### config.mk
export PLATFORM = sky130hd
export DESIGN_NAME = keyed_oneshot_timer_table_unit
export DESIGN_NICKNAME = d
export VERILOG_FILES = /design/src/hdl/kott_pkg.sv /design/src/hdl/kott_ctrl.sv /design/src/hdl/kott_dp.sv /design/src/hdl/keyed_oneshot_timer_table_unit.sv
export SDC_FILE = /design/constraint.sdc
export NUM_CORES = 1
export LEC_CHECK = 0
export ABC_AREA = 1
export ABC_CLOCK_PERIOD_IN_PS = 6400
export BUFFER_PORTS_ARGS = -buffer_cell sky130_fd_sc_hd__buf_4
export CAP_MARGIN = 10
export CORE_UTILIZATION = 45
export CTS_BUF_LIST = sky130_fd_sc_hd__clkbuf_8
export DETAILED_ROUTE_END_ITERATION = 10
export PLACE_DENSITY = 0.64
export SLEW_MARGIN = 20
export SYNTH_ARGS = -nofsm -noshare
export SYNTH_HDL_FRONTEND = slang
export SYNTH_SLANG_ARGS = --single-unit
### constraint.sdc
create_clock -name i_clk -period 6.4 [get_ports i_clk]
set_clock_uncertainty 0.2 [all_clocks]
set_input_delay 0.64 -clock i_clk [delete_from_list [all_inputs] [get_ports i_clk]]
set_output_delay 0.64 -clock i_clk [all_outputs]
set_load 0.02 [all_outputs]
### src/hdl/kott_pkg.sv
// ----------------------------------------------------------------------------
// kott_pkg
// Shared types and constants for the keyed one-shot timer table.
// ----------------------------------------------------------------------------
package kott_pkg;

    // default table depth
    localparam int KOTT_MAX_TIMERS = 16;

    // request codes
    localparam logic REQ_START = 1'b0;
    localparam logic REQ_TICK  = 1'b1;

    typedef enum logic [1:0] {
        ST_IDLE,
        ST_SCAN,
        ST_FIN
    } t_state;

    // controller -> datapath
    typedef struct packed {
        logic load;    // capture a new request, read entry 0
        logic step;    // retire the current entry, read the next one
        logic take;    // start hit: reload the matching entry
        logic finish;  // write back counts, emit the closing word
    } t_dp_cmd;

    // datapath -> controller
    typedef struct packed {
        logic n_zero;    // table empty
        logic at_last;   // current entry is the last live one
        logic is_tick;   // request is a tick
        logic hit;       // tick: entry expired; start: id matches
        logic pend;      // an expired id waits to be reported
        logic out_free;  // output register can take a word
    } t_dp_sts;

endpackage

### src/hdl/kott_ctrl.sv
// ----------------------------------------------------------------------------
// kott_ctrl
// Sequencer for the timer table: accept, walk the live entries, close.
// ----------------------------------------------------------------------------
module kott_ctrl (
    input  logic              i_clk,
    input  logic              i_rst_n,
    input  logic              i_in_valid,
    input  kott_pkg::t_dp_sts i_sts,
    output kott_pkg::t_dp_cmd o_cmd,
    output logic              o_in_stall
);

    kott_pkg::t_state r_state;
    kott_pkg::t_state n_state;

    always_ff @(posedge i_clk) begin
        if (!i_rst_n) begin
            r_state <= kott_pkg::ST_IDLE;
        end else begin
            r_state <= n_state;
        end
    end

    // next state
    always_comb begin
        n_state = r_state;
        unique case (r_state)
            kott_pkg::ST_IDLE: begin
                if (i_in_valid) begin
                    n_state = i_sts.n_zero ? kott_pkg::ST_FIN : kott_pkg::ST_SCAN;
                end
            end
            kott_pkg::ST_SCAN: begin
                if (o_cmd.take) begin
                    n_state = kott_pkg::ST_FIN;
                end else if (o_cmd.step && i_sts.at_last) begin
                    n_state = kott_pkg::ST_FIN;
                end
            end
            kott_pkg::ST_FIN: begin
                if (i_sts.out_free) begin
                    n_state = kott_pkg::ST_IDLE;
                end
            end
            default: n_state = kott_pkg::ST_IDLE;
        endcase
    end

    // commands
    always_comb begin
        o_cmd      = '0;
        o_in_stall = 1'b1;
        unique case (r_state)
            kott_pkg::ST_IDLE: begin
                o_in_stall = 1'b0;
                o_cmd.load = i_in_valid;
            end
            kott_pkg::ST_SCAN: begin
                if (i_sts.is_tick) begin
                    // hold when a pending id must go out and the output is busy
                    o_cmd.step = !(i_sts.hit && i_sts.pend && !i_sts.out_free);
                end else if (i_sts.hit) begin
                    o_cmd.take = 1'b1;
                end else begin
                    o_cmd.step = 1'b1;
                end
            end
            kott_pkg::ST_FIN: begin
                o_cmd.finish = i_sts.out_free;
            end
            default: begin
                o_cmd = '0;
            end
        endcase
    end

endmodule

### src/hdl/kott_dp.sv
// ----------------------------------------------------------------------------
// kott_dp
// Timer table storage, request registers, compaction and output register.
// ----------------------------------------------------------------------------
module kott_dp #(
    parameter int MAX_TIMERS = kott_pkg::KOTT_MAX_TIMERS
) (
    input  logic               i_clk,
    input  logic               i_rst_n,
    input  kott_pkg::t_dp_cmd  i_cmd,
    output kott_pkg::t_dp_sts  o_sts,
    input  logic               i_req_type,
    input  logic [7:0]         i_timer_id,
    input  logic signed [31:0] i_duration,
    input  logic [15:0]        i_elapsed_ticks,
    input  logic               i_out_stall,
    output logic               o_out_valid,
    output logic               o_expired_valid,
    output logic [7:0]         o_expired_id,
    output logic               o_table_full,
    output logic               o_last
);

    localparam int IDX_W = (MAX_TIMERS > 1) ? $clog2(MAX_TIMERS) : 1;
    localparam int CNT_W = $clog2(MAX_TIMERS + 1);

    // table storage
    logic [7:0]         r_mem_id  [MAX_TIMERS];
    logic signed [31:0] r_mem_rem [MAX_TIMERS];
    logic [7:0]         r_rd_id;
    logic signed [31:0] r_rd_rem;

    logic [IDX_W-1:0]   r_idx;
    logic [CNT_W-1:0]   r_w;
    logic [CNT_W-1:0]   r_live;

    logic               r_req_tick;
    logic [7:0]         r_req_id;
    logic signed [31:0] r_req_dur;
    logic [15:0]        r_req_elapsed;
    logic               r_pend;
    logic [7:0]         r_pend_id;
    logic               r_found;

    logic               r_out_valid;
    logic               r_out_exp;
    logic [7:0]         r_out_id;
    logic               r_out_full;
    logic               r_out_last;

    logic signed [32:0] diff;
    logic               expired;
    logic               match;
    logic               hit;
    logic               at_last;
    logic               room;
    logic               out_free;
    logic               rd_en;
    logic [IDX_W-1:0]   rd_addr;
    logic               wr_en;
    logic [IDX_W-1:0]   wr_addr;
    logic [7:0]         wr_id;
    logic signed [31:0] wr_rem;
    logic               emit_prev;
    logic               emit;

    // survivors never saturate: a clamped value is negative and expires
    assign diff     = {r_rd_rem[31], r_rd_rem} - $signed({17'd0, r_req_elapsed});
    assign expired  = diff[32] || (diff == 33'sd0);
    assign match    = (r_rd_id == r_req_id);
    assign hit      = r_req_tick ? expired : match;
    assign at_last  = (CNT_W'(r_idx) + CNT_W'(1)) == r_live;
    assign room     = (r_live != CNT_W'(MAX_TIMERS));
    assign out_free = !r_out_valid || !i_out_stall;

    assign rd_en   = i_cmd.load || i_cmd.step;
    assign rd_addr = i_cmd.load ? '0 : r_idx + 1'b1;

    assign emit_prev = i_cmd.step && r_req_tick && expired && r_pend;
    assign emit      = emit_prev || i_cmd.finish;

    // single write port: compaction, reload in place or append
    always_comb begin
        wr_en   = 1'b0;
        wr_addr = r_idx;
        wr_id   = r_req_id;
        wr_rem  = r_req_dur;
        if (i_cmd.step && r_req_tick && !expired) begin
            wr_en   = 1'b1;
            wr_addr = r_w[IDX_W-1:0];
            wr_id   = r_rd_id;
            wr_rem  = diff[31:0];
        end else if (i_cmd.take) begin
            wr_en   = 1'b1;
            wr_addr = r_idx;
        end else if (i_cmd.finish && !r_req_tick && !r_found && room) begin
            wr_en   = 1'b1;
            wr_addr = r_live[IDX_W-1:0];
        end
    end

    always_ff @(posedge i_clk) begin
        if (wr_en) begin
            r_mem_id[wr_addr]  <= wr_id;
            r_mem_rem[wr_addr] <= wr_rem;
        end
        if (rd_en) begin
            r_rd_id  <= r_mem_id[rd_addr];
            r_rd_rem <= r_mem_rem[rd_addr];
        end
    end

    // request capture and walk counters
    always_ff @(posedge i_clk) begin
        if (i_cmd.load) begin
            r_req_tick    <= (i_req_type == kott_pkg::REQ_TICK);
            r_req_id      <= i_timer_id;
            r_req_dur     <= i_duration;
            r_req_elapsed <= i_elapsed_ticks;
        end
    end

    always_ff @(posedge i_clk) begin
        if (!i_rst_n) begin
            r_idx     <= '0;
            r_w       <= '0;
            r_live    <= '0;
            r_pend    <= 1'b0;
            r_pend_id <= '0;
            r_found   <= 1'b0;
        end else begin
            if (i_cmd.load) begin
                r_idx   <= '0;
                r_w     <= '0;
                r_pend  <= 1'b0;
                r_found <= 1'b0;
            end
            if (i_cmd.step) begin
                r_idx <= r_idx + 1'b1;
                if (r_req_tick) begin
                    if (expired) begin
                        r_pend    <= 1'b1;
                        r_pend_id <= r_rd_id;
                    end else begin
                        r_w <= r_w + 1'b1;
                    end
                end
            end
            if (i_cmd.take) begin
                r_found <= 1'b1;
            end
            if (i_cmd.finish) begin
                if (r_req_tick) begin
                    r_live <= r_w;
                end else if (!r_found && room) begin
                    r_live <= r_live + 1'b1;
                end
            end
        end
    end

    // output register
    always_ff @(posedge i_clk) begin
        if (!i_rst_n) begin
            r_out_valid <= 1'b0;
        end else if (emit) begin
            r_out_valid <= 1'b1;
        end else if (!i_out_stall) begin
            r_out_valid <= 1'b0;
        end
    end

    always_ff @(posedge i_clk) begin
        if (emit_prev) begin
            r_out_exp  <= 1'b1;
            r_out_id   <= r_pend_id;
            r_out_full <= 1'b0;
            r_out_last <= 1'b0;
        end else if (i_cmd.finish) begin
            r_out_exp  <= r_req_tick && r_pend;
            r_out_id   <= (r_req_tick && r_pend) ? r_pend_id : 8'd0;
            r_out_full <= !r_req_tick && !r_found && !room;
            r_out_last <= 1'b1;
        end
    end

    assign o_out_valid     = r_out_valid;
    assign o_expired_valid = r_out_exp;
    assign o_expired_id    = r_out_id;
    assign o_table_full    = r_out_full;
    assign o_last          = r_out_last;

    assign o_sts.n_zero   = (r_live == '0);
    assign o_sts.at_last  = at_last;
    assign o_sts.is_tick  = r_req_tick;
    assign o_sts.hit      = hit;
    assign o_sts.pend     = r_pend;
    assign o_sts.out_free = out_free;

endmodule

### src/hdl/keyed_oneshot_timer_table_unit.sv
// ----------------------------------------------------------------------------
// keyed_oneshot_timer_table_unit
// Table of one-shot countdown timers keyed by an 8-bit id, in insertion order.
// ----------------------------------------------------------------------------
//
//   channel | direction | handshake                  | word contents
//   --------+-----------+----------------------------+---------------------------------
//   in      | to block  | i_in_valid / o_in_stall    | req_type, timer_id, duration,
//           |           |                            | elapsed_ticks
//   out     | from block| o_out_valid / i_out_stall  | expired_valid, expired_id,
//           |           |                            | table_full, last
//
// Sequence: a request is accepted, then the live entries are walked one by one
//   through the table (single read / single write memory port), then the
//   request closes. A start that hits its id stops the walk at that entry.
// Reset: synchronous, active low; clears the live count and control state.
//   Table contents are not cleared, only entries below the live count are read.
// Stalls: an output stall holds the walk only when a second expired id needs
//   the output register; the closing word waits in place for a free slot.
// ----------------------------------------------------------------------------
module keyed_oneshot_timer_table_unit #(
    parameter int MAX_TIMERS = kott_pkg::KOTT_MAX_TIMERS
) (
    input  logic               i_clk,
    input  logic               i_rst_n,
    // request words
    input  logic               i_in_valid,
    output logic               o_in_stall,
    input  logic               i_req_type,
    input  logic [7:0]         i_timer_id,
    input  logic signed [31:0] i_duration,
    input  logic [15:0]        i_elapsed_ticks,
    // result words
    output logic               o_out_valid,
    input  logic               i_out_stall,
    output logic               o_expired_valid,
    output logic [7:0]         o_expired_id,
    output logic               o_table_full,
    output logic               o_last
);

    kott_pkg::t_dp_cmd cmd;
    kott_pkg::t_dp_sts sts;

    // sequencer: accept, walk, close
    kott_ctrl u_ctrl (
        .i_clk      (i_clk),
        .i_rst_n    (i_rst_n),
        .i_in_valid (i_in_valid),
        .i_sts      (sts),
        .o_cmd      (cmd),
        .o_in_stall (o_in_stall)
    );

    // table memory, compaction and result register
    kott_dp #(
        .MAX_TIMERS (MAX_TIMERS)
    ) u_dp (
        .i_clk           (i_clk),
        .i_rst_n         (i_rst_n),
        .i_cmd           (cmd),
        .o_sts           (sts),
        .i_req_type      (i_req_type),
        .i_timer_id      (i_timer_id),
        .i_duration      (i_duration),
        .i_elapsed_ticks (i_elapsed_ticks),
        .i_out_stall     (i_out_stall),
        .o_out_valid     (o_out_valid),
        .o_expired_valid (o_expired_valid),
        .o_expired_id    (o_expired_id),
        .o_table_full    (o_table_full),
        .o_last          (o_last)
    );

endmodule

==> impl_results.md, run 1 <==
* Crit-path slowest cell: nor2_4
* IO buf count at 73
* Core Footprint at 70500 um2
* Setup WS post-layout at approximately 1.2 ns
* Initial DRT Pass Iterations at 5
* HP Start: i_rst_n
* Post-CTS sizing at 0
* Clock transition at the registers of the reported paths at ~0.070 ns
* Worst r2r src: u_dp.r_req_elapsed[0]
* Die span in x at between 200 and 300 um
* Total design power at ~15 mW
* Worst path max stage delay at between 0.8 and 0.9 ns
* Worst Path Arrival at between 5 and 6 ns
* Routed Antenna Nets at 0
* Setup crit end kind: flip-flop
* Top Ports at 74
* Final Max Slew Viols at 0
* Post-Syn Area at approximately 32000 um2
* Worst hold path class: input port to flip-flop
* CP startpoint kind: flip-flop
* Starting DRT DRC Count at between 2000 and 2500
* Main flop type after synthesis: edfxtp_1
* Full die area at between 70000 and 80000 um2
* Critical path class: flip-flop to flip-flop
* CP dominant cell by count: nand2_1
* Final period utilization at 81.5%
* Post-synthesis sequential area ratio at a little under three quarters
* TNS Setup at 0 ns
* Peak supply drop at just over 0.5 mV
* Initial antenna violation count at 2
* Share of cells above drive strength 1 at between 10% and 20%
* Final Core Density at a little over half
* Pleak at around 13 nW
* Crit path buf inv count at 2
* CP cell instances: ha_1 -> fa_1 -> inv_1 -> nand2_1 -> nand3_2 -> nand2_1 -> nand2_1 -> nand2_1 -> nand2_1 -> nand2_1 -> nor2_1 -> nand4_1 -> nor2_1 -> nand2_2 -> nand3_4 -> nand3_1 -> o21ai_0 -> nand2_1 -> nor2_4 -> buf_4
* CP Data Required Time at roughly 6.6 ns
* DRC at 0
* Unique cell type count in the Yosys netlist at between 40 and 50
* Power Density at 415 nW/um2
* Hold endpoint: u_ctrl.r_state[0]
* Syn Inst Count at 2755
* Worst r2r path cells at 20
* Largest delay share family, worst path: simple AND/OR/NAND/NOR gates
* Worst-Skew Late Latency at about 0.72 ns
* CTS Root Cell: clkbuf_8
* Final setup fails at 0
* Peak Freq at between 150 and 200 MHz
* CTS tree: done
* Commonest cells after routing, fill and taps aside: 745 x edfxtp_1, 678 x nor2_1, 344 x nand2_1, 214 x o21ai_0, 187 x inv_1
* R2R Setup Slk at around 1.2 ns
* Minimum clock period at around 5.2 ns
* Routability Congestion at just over 0.9
* Max_slew headroom at between 20% and 30%
* Unrepaired setup endpoints after global routing: no
* Status: finished clean
* CTS Sinks at between 700 and 800
* Vias in the first global route at approximately 22000
* Post-Place Cells at around 3700
* Num CTS Buffers at 117
* FF+latch count, synth at slightly below 800
* Starting density of the core at 45.8%
* DR vias at 22300
* Pre-CTS setup slack at approximately 1.3 ns
* Drt total wl at approximately 90 mm
* Mapped Nets at 2837
* Post-CTS setup buffer count at 0
* Placed wire-length estimate at about 52 mm
* Number of flops mapped to enable cells by yosys at roughly 750
* First-pass GRT wire length at between 100 and 150 mm
* Clock buffer depth at 3
* CTS H-tree lvls at 3
* Site Rows at 97
* Area Overhead vs Synth at 14.4%
* Post-synth ARST share at 0%
* Mean Syn Cell Area at 11.7 um2
* Worst-path fanout max at 27
* Hold Crit Depth at 3
* GR Overflow Total at 0
* RR Endpoint: u_dp.r_mem_rem[7][23]
* Nets@finish at about 3000
* Max-Cap Viols at 0
* Via-to-Cell Ratio at roughly 5.6
* All-Layer GR Usage at around a quarter
* Avg WL per Cell at 22.1 um
* Synth warnings at 0
* DIE HEIGHT at about 270 um
* Non-Filler Instances at 3957
* Worst Tran Pin Value at about 1.1 ns
* Most common cell after layout, fill and taps aside: edfxtp_1
* Largest net degree at the start of global routing at around 150
* Hold Violations, Final at 0
kinds of logic (layout without fill, tap and decap cells):
logic type | count (synthesis) | in the layout | share of synthesized area [%]
and+or+nand+nor | 1183 | 1183 | 14.6
DFF | 775 | 775 | 71.2
AOI/OAI and AO/OA | 463 | 463 | 9.46
buffers and inverters | 299 | 560 | 3.61
adders and majority gates | 21 | 21 | 0.837
xor gates and xnor gates | 14 | 14 | 0.380
other | 0 | 1 | 0
routing by layer:
layer | vias up | wire [um] | GRT usage, %
met5 | - | 0 | 0
met4 | 0 | 2510 | 8.96
met3 | 147 | 6330 | 3.02
met2 | 965 | 41000 | 38.1
met1 | 11000 | 37800 | 33.6
li1 | 10200 | - | -
flip-flops by register name (all words and copies together), names as in the netlist:
name and count:
u_dp.o_expired_valid 1, u_dp.r_mem_id 128, u_dp.r_idx 4, u_dp.r_rd_rem 32
u_dp.o_out_valid 1, u_dp.r_pend 1, u_dp.r_rd_id 8, u_dp.r_req_dur 32
u_dp.r_mem_rem 512, u_dp.r_req_id 8, u_dp.r_req_tick 1, u_dp.r_found 1
u_ctrl.r_state 2, u_dp.r_req_elapsed 16, u_dp.r_w 5, u_dp.o_expired_id 8
u_dp.o_last 1, u_dp.o_table_full 1, u_dp.r_live 5, u_dp.r_pend_id 8
stage by stage:
stage	area (um2)	hold slack, ns
after detailed placement	34100	0.253
after global routing	36900	0.0561
final	36900	0.0808
after global placement	34100	0.246
after CTS	36900	0.0167
after floorplan	32300	0.229
timing repair:
action / 4_1_cts / 5_1_grt
hold buffers: 57 / 0
hold endpoints to repair: 57 / 0
endpoints found under the setup margin: 0 / 0
worst max-delay path by stage:
stage | startpoint | endpoint | slack [ns] | depth (start not counted)
after floorplan | u_dp.r_req_elapsed[0] | u_dp.r_mem_id[10][0] | 1.59 | 22
after global routing | u_dp.r_req_elapsed[0] | u_dp.r_mem_rem[4][7] | 0.83 | 20
after global placement | u_dp.r_req_elapsed[0] | u_dp.r_mem_rem[4][4] | 1.41 | 20
final | u_dp.r_req_elapsed[0] | u_dp.r_mem_rem[7][23] | 1.18 | 20
after detailed placement | u_dp.r_req_elapsed[0] | u_dp.r_mem_rem[4][25] | 1.29 | 20
after CTS | u_dp.r_req_elapsed[0] | u_dp.r_mem_rem[4][7] | 1.21 | 20
power breakdown:
group	total, mW	internal [mW]	switching [mW]	leakage [nW]
clock network	3.92	2.04	1.88	1.28
registers	6.65	6.43	0.218	7.00
logic	4.77	1.27	3.50	4.94
total	15.3	9.74	5.60	13.2
layout make-up:
| cell class | count | area (um2) |
|---|---|---|
| antenna | 1 | 2.50 |
| timing repair buffer | 195 | 1670 |
| fill | 5969 | 33600 |
| inverter | 156 | 602 |
| clock inverter | 90 | 583 |
| clock buffer | 119 | 1640 |
| multi-input combinational | 1681 | 8300 |
| sequential | 775 | 23000 |
| tap | 940 | 1180 |
cell usage after synthesis, types with 2 or more instances:
cell	n	area, um2
edfxtp_1	745	22400
nor2_1	698	2620
nand2_1	344	1290
o21ai_0	214	1070
inv_1	151	567
o311ai_0	121	1060
clkbuf_1	114	428
nand3_1	89	445
o211ai_1	40	300
o32ai_1	39	342
a21oi_1	31	155
dfxtp_1	30	601
buf_2	22	110
ha_1	20	250
nor3_1	12	60.1
nand4_1	10	62.6
xor2_1	8	70.1
nand3b_1	7	52.6
nor2_2	6	37.5
or2_2	6	37.5
xnor2_1	6	52.6
a31oi_1	4	25.0
buf_1	4	15.0
clkinv_1	4	15.0
nand2_2	3	18.8
o21ai_1	3	15.0
buf_4	2	15.0
nand3_2	2	20.0
nor3b_1	2	15.0
nor4_1	2	12.5
o22ai_1	2	12.5
tightest hold or removal path, delay by kind of cell:
kind	cells	cell delay [ns]
buffers and inverters	2	0.21
AND/OR/NAND/NOR	1	0.08
Note: power is estimated with default switching activity, not from simulation.
==> run 2: changes to the inputs <==
Settings changed: ABC_CLOCK_PERIOD_IN_PS 6400 to 5200.
Clock period 6.4 ns to 5.2 ns, I/O delays scaled along.
==> impl_results.md, run 2 (synthesized netlist as in run 1, its figures left out) <==
* Routed Antenna Nets at 0
* CTS Root Cell: clkbuf_8
* Share of cells above drive strength 1 at between 10 and 15%
* Peak Freq at 221 MHz
* Max FFs per register at slightly above 500
* Critical path class: flip-flop to flip-flop
* Pleak at 13.3 nW
* Worst Tran Pin Value at 1.18 ns
* Status: finished clean
* Worst r2r src: u_dp.r_rd_rem[8]
* Placed inst area at between 30000 and 40000 um2
* Final setup fails at 0
* Max_slew headroom at 21.6%
* Initial antenna violation count at 1
* GR Overflow Total at 0
* Crit-path slowest cell: o21ai_0
* Minimum clock period at around 4.5 ns
* Hold Violations, Final at 0
* HP Start: i_out_stall
* Power Density at roughly 500 nW/um2
* CTS Sinks at ~780
* Drt total wl at ~87 mm
* DR vias at 22300
* Final Core Density at 52.8%
* Post-CTS sizing at 0
* Via-to-Cell Ratio at 5.59
* Largest delay share family, worst path: simple AND/OR/NAND/NOR gates
* Fin area at 37200 um2
* CP Data Required Time at approximately 5.4 ns
* Worst hold path class: input port to flip-flop
* Most common cell after layout, fill and taps aside: edfxtp_1
* TNS Setup at 0 ns
* Top Ports at 74
* Initial DRT Pass Iterations at 6
* Routability Congestion at around 0.97
* DRC at 0
* Clock buffer depth at 3
* Layout fillers at 5917
* Num CTS Buffers at roughly 120
* Max-Cap Viols at 0
* Avg WL per Cell at roughly 22 um
* CTS tree: done
* Clock transition at the registers of the reported paths at about 0.070 ns
* Worst-path fanout max at 29
* Worst Setup SP: u_dp.r_rd_rem[8]
* All-Layer GR Usage at around a quarter
* IO buf count at 73
* Core Footprint at between 70000 and 80000 um2
* Worst path max stage delay at between 0.4 and 0.5 ns
* Starting DRT DRC Count at approximately 2400
* CTS H-tree lvls at 3
* CP dominant cell by count: nand2_1
* Commonest cells after routing, fill and taps aside: 745 x edfxtp_1, 678 x nor2_1, 344 x nand2_1, 214 x o21ai_0, 179 x inv_1
* Peak supply drop at 0.373 mV
* Starting density of the core at 45.8%
* Final period utilization at about 87%
* Die span in x at between 200 and 300 um
* Largest net degree at the start of global routing at between 100 and 150
* CP startpoint kind: flip-flop
* Setup crit end kind: flip-flop
* Multi-input gate area at 8300 um2
* Worst-Skew Late Latency at approximately 0.73 ns
* Final Max Slew Viols at 0
* CP cell instances: ha_1 -> nand2_1 -> nor2_2 -> nand3_1 -> nand3_1 -> nand2_1 -> nand2_1 -> xor2_1 -> nor2_1 -> nand2_1 -> nor2_1 -> nand2_2 -> nand3_4 -> o21ai_0 -> nand2_1 -> nor2_4 -> buf_4
* Full die area at roughly 73000 um2
* DIE HEIGHT at approximately 270 um
* Regs by FF count: u_dp.r_mem_rem: 512 flops, u_dp.r_mem_id: 128 flops
* Nets@finish at 3025
* Area Overhead vs Synth at 15.3%
* Placed wire-length estimate at slightly above 50 mm
* Worst Path Arrival at 4.66 ns
* Hold WS at ~0.086 ns
* Largest register by flop count: u_dp.r_mem_rem
* Unrepaired setup endpoints after global routing: no
* Site Rows at 97
* First-pass GRT wire length at 132 mm
* Vias in the first global route at 21900
* Register area at 23000 um2
* Crit path buf inv count at 1
==> run 2: per-stage QoR <==
step           instances  power, mW  setup slack (ns)
2_1_floorplan       2755       11.9             0.391
3_3_place_gp        3704       14.1             0.806
3_5_place_dp        3704       14.2             0.753
4_1_cts             3981       19.0             0.702
5_1_grt             3982       20.0             0.383
6_report            3982       19.0             0.685
==> run 2: layer usage <==
metal	share of wire (%)	track usage, %	vias up	wire, um
met2	46	37.8	1020	40300
met5	0	0	-	0
met3	8.5	4.19	128	7440
met1	43	33.8	10900	37800
met4	2.2	6.79	0	1930
li1	-	-	10200	-
==> run 2: timing repair <==
action,4_1_cts,5_1_grt
hold buffers,58,0
setup buffers,0,0
hold endpoints to repair,75,0
==> run 2: final cells by class <==
type | count | area share [%]
timing repair buffer | 210 | 5.23
tap | 940 | 3.16
antenna | 1 | 0.00672
clock inverter | 96 | 1.45
multi-input combinational | 1681 | 22.3
clock buffer | 123 | 4.55
inverter | 156 | 1.62
sequential | 775 | 61.7
==> run 2: path summary, 6_finish.rpt <==
| path | to | slack, ns | cells after the start |
|---|---|---|---|
| worst max-delay path | u_dp.r_mem_rem[7][4] | 0.69 | 17 |
| worst min-delay path | u_dp.o_out_valid | 0.09 | 5 |
| worst max register to register | u_dp.r_mem_rem[7][4] | 0.69 | 17 |
| worst min register to register | u_dp.r_pend_id[1] | 0.25 | 2 |
==> run 2: worst register-to-register path: cells and delay by family, from the launching register on <==
family / cells / cell delay [ns]
and+or+nand+nor: 13 / 2.03
AOI/OAI and AO/OA: 1 / 0.46
buffers and inverters: 1 / 0.43
DFF: 1 / 0.40
adders and majority gates: 1 / 0.39
xor gates and xnor gates: 1 / 0.19
==> run 2: power breakdown <==
group          switching, mW  internal, mW  leakage (nW)
Combinational           4.39          1.63          5.07
Clock                   2.35          2.44          1.27
Sequential             0.275          7.92          7.00
Total                   7.02          12.0          13.3
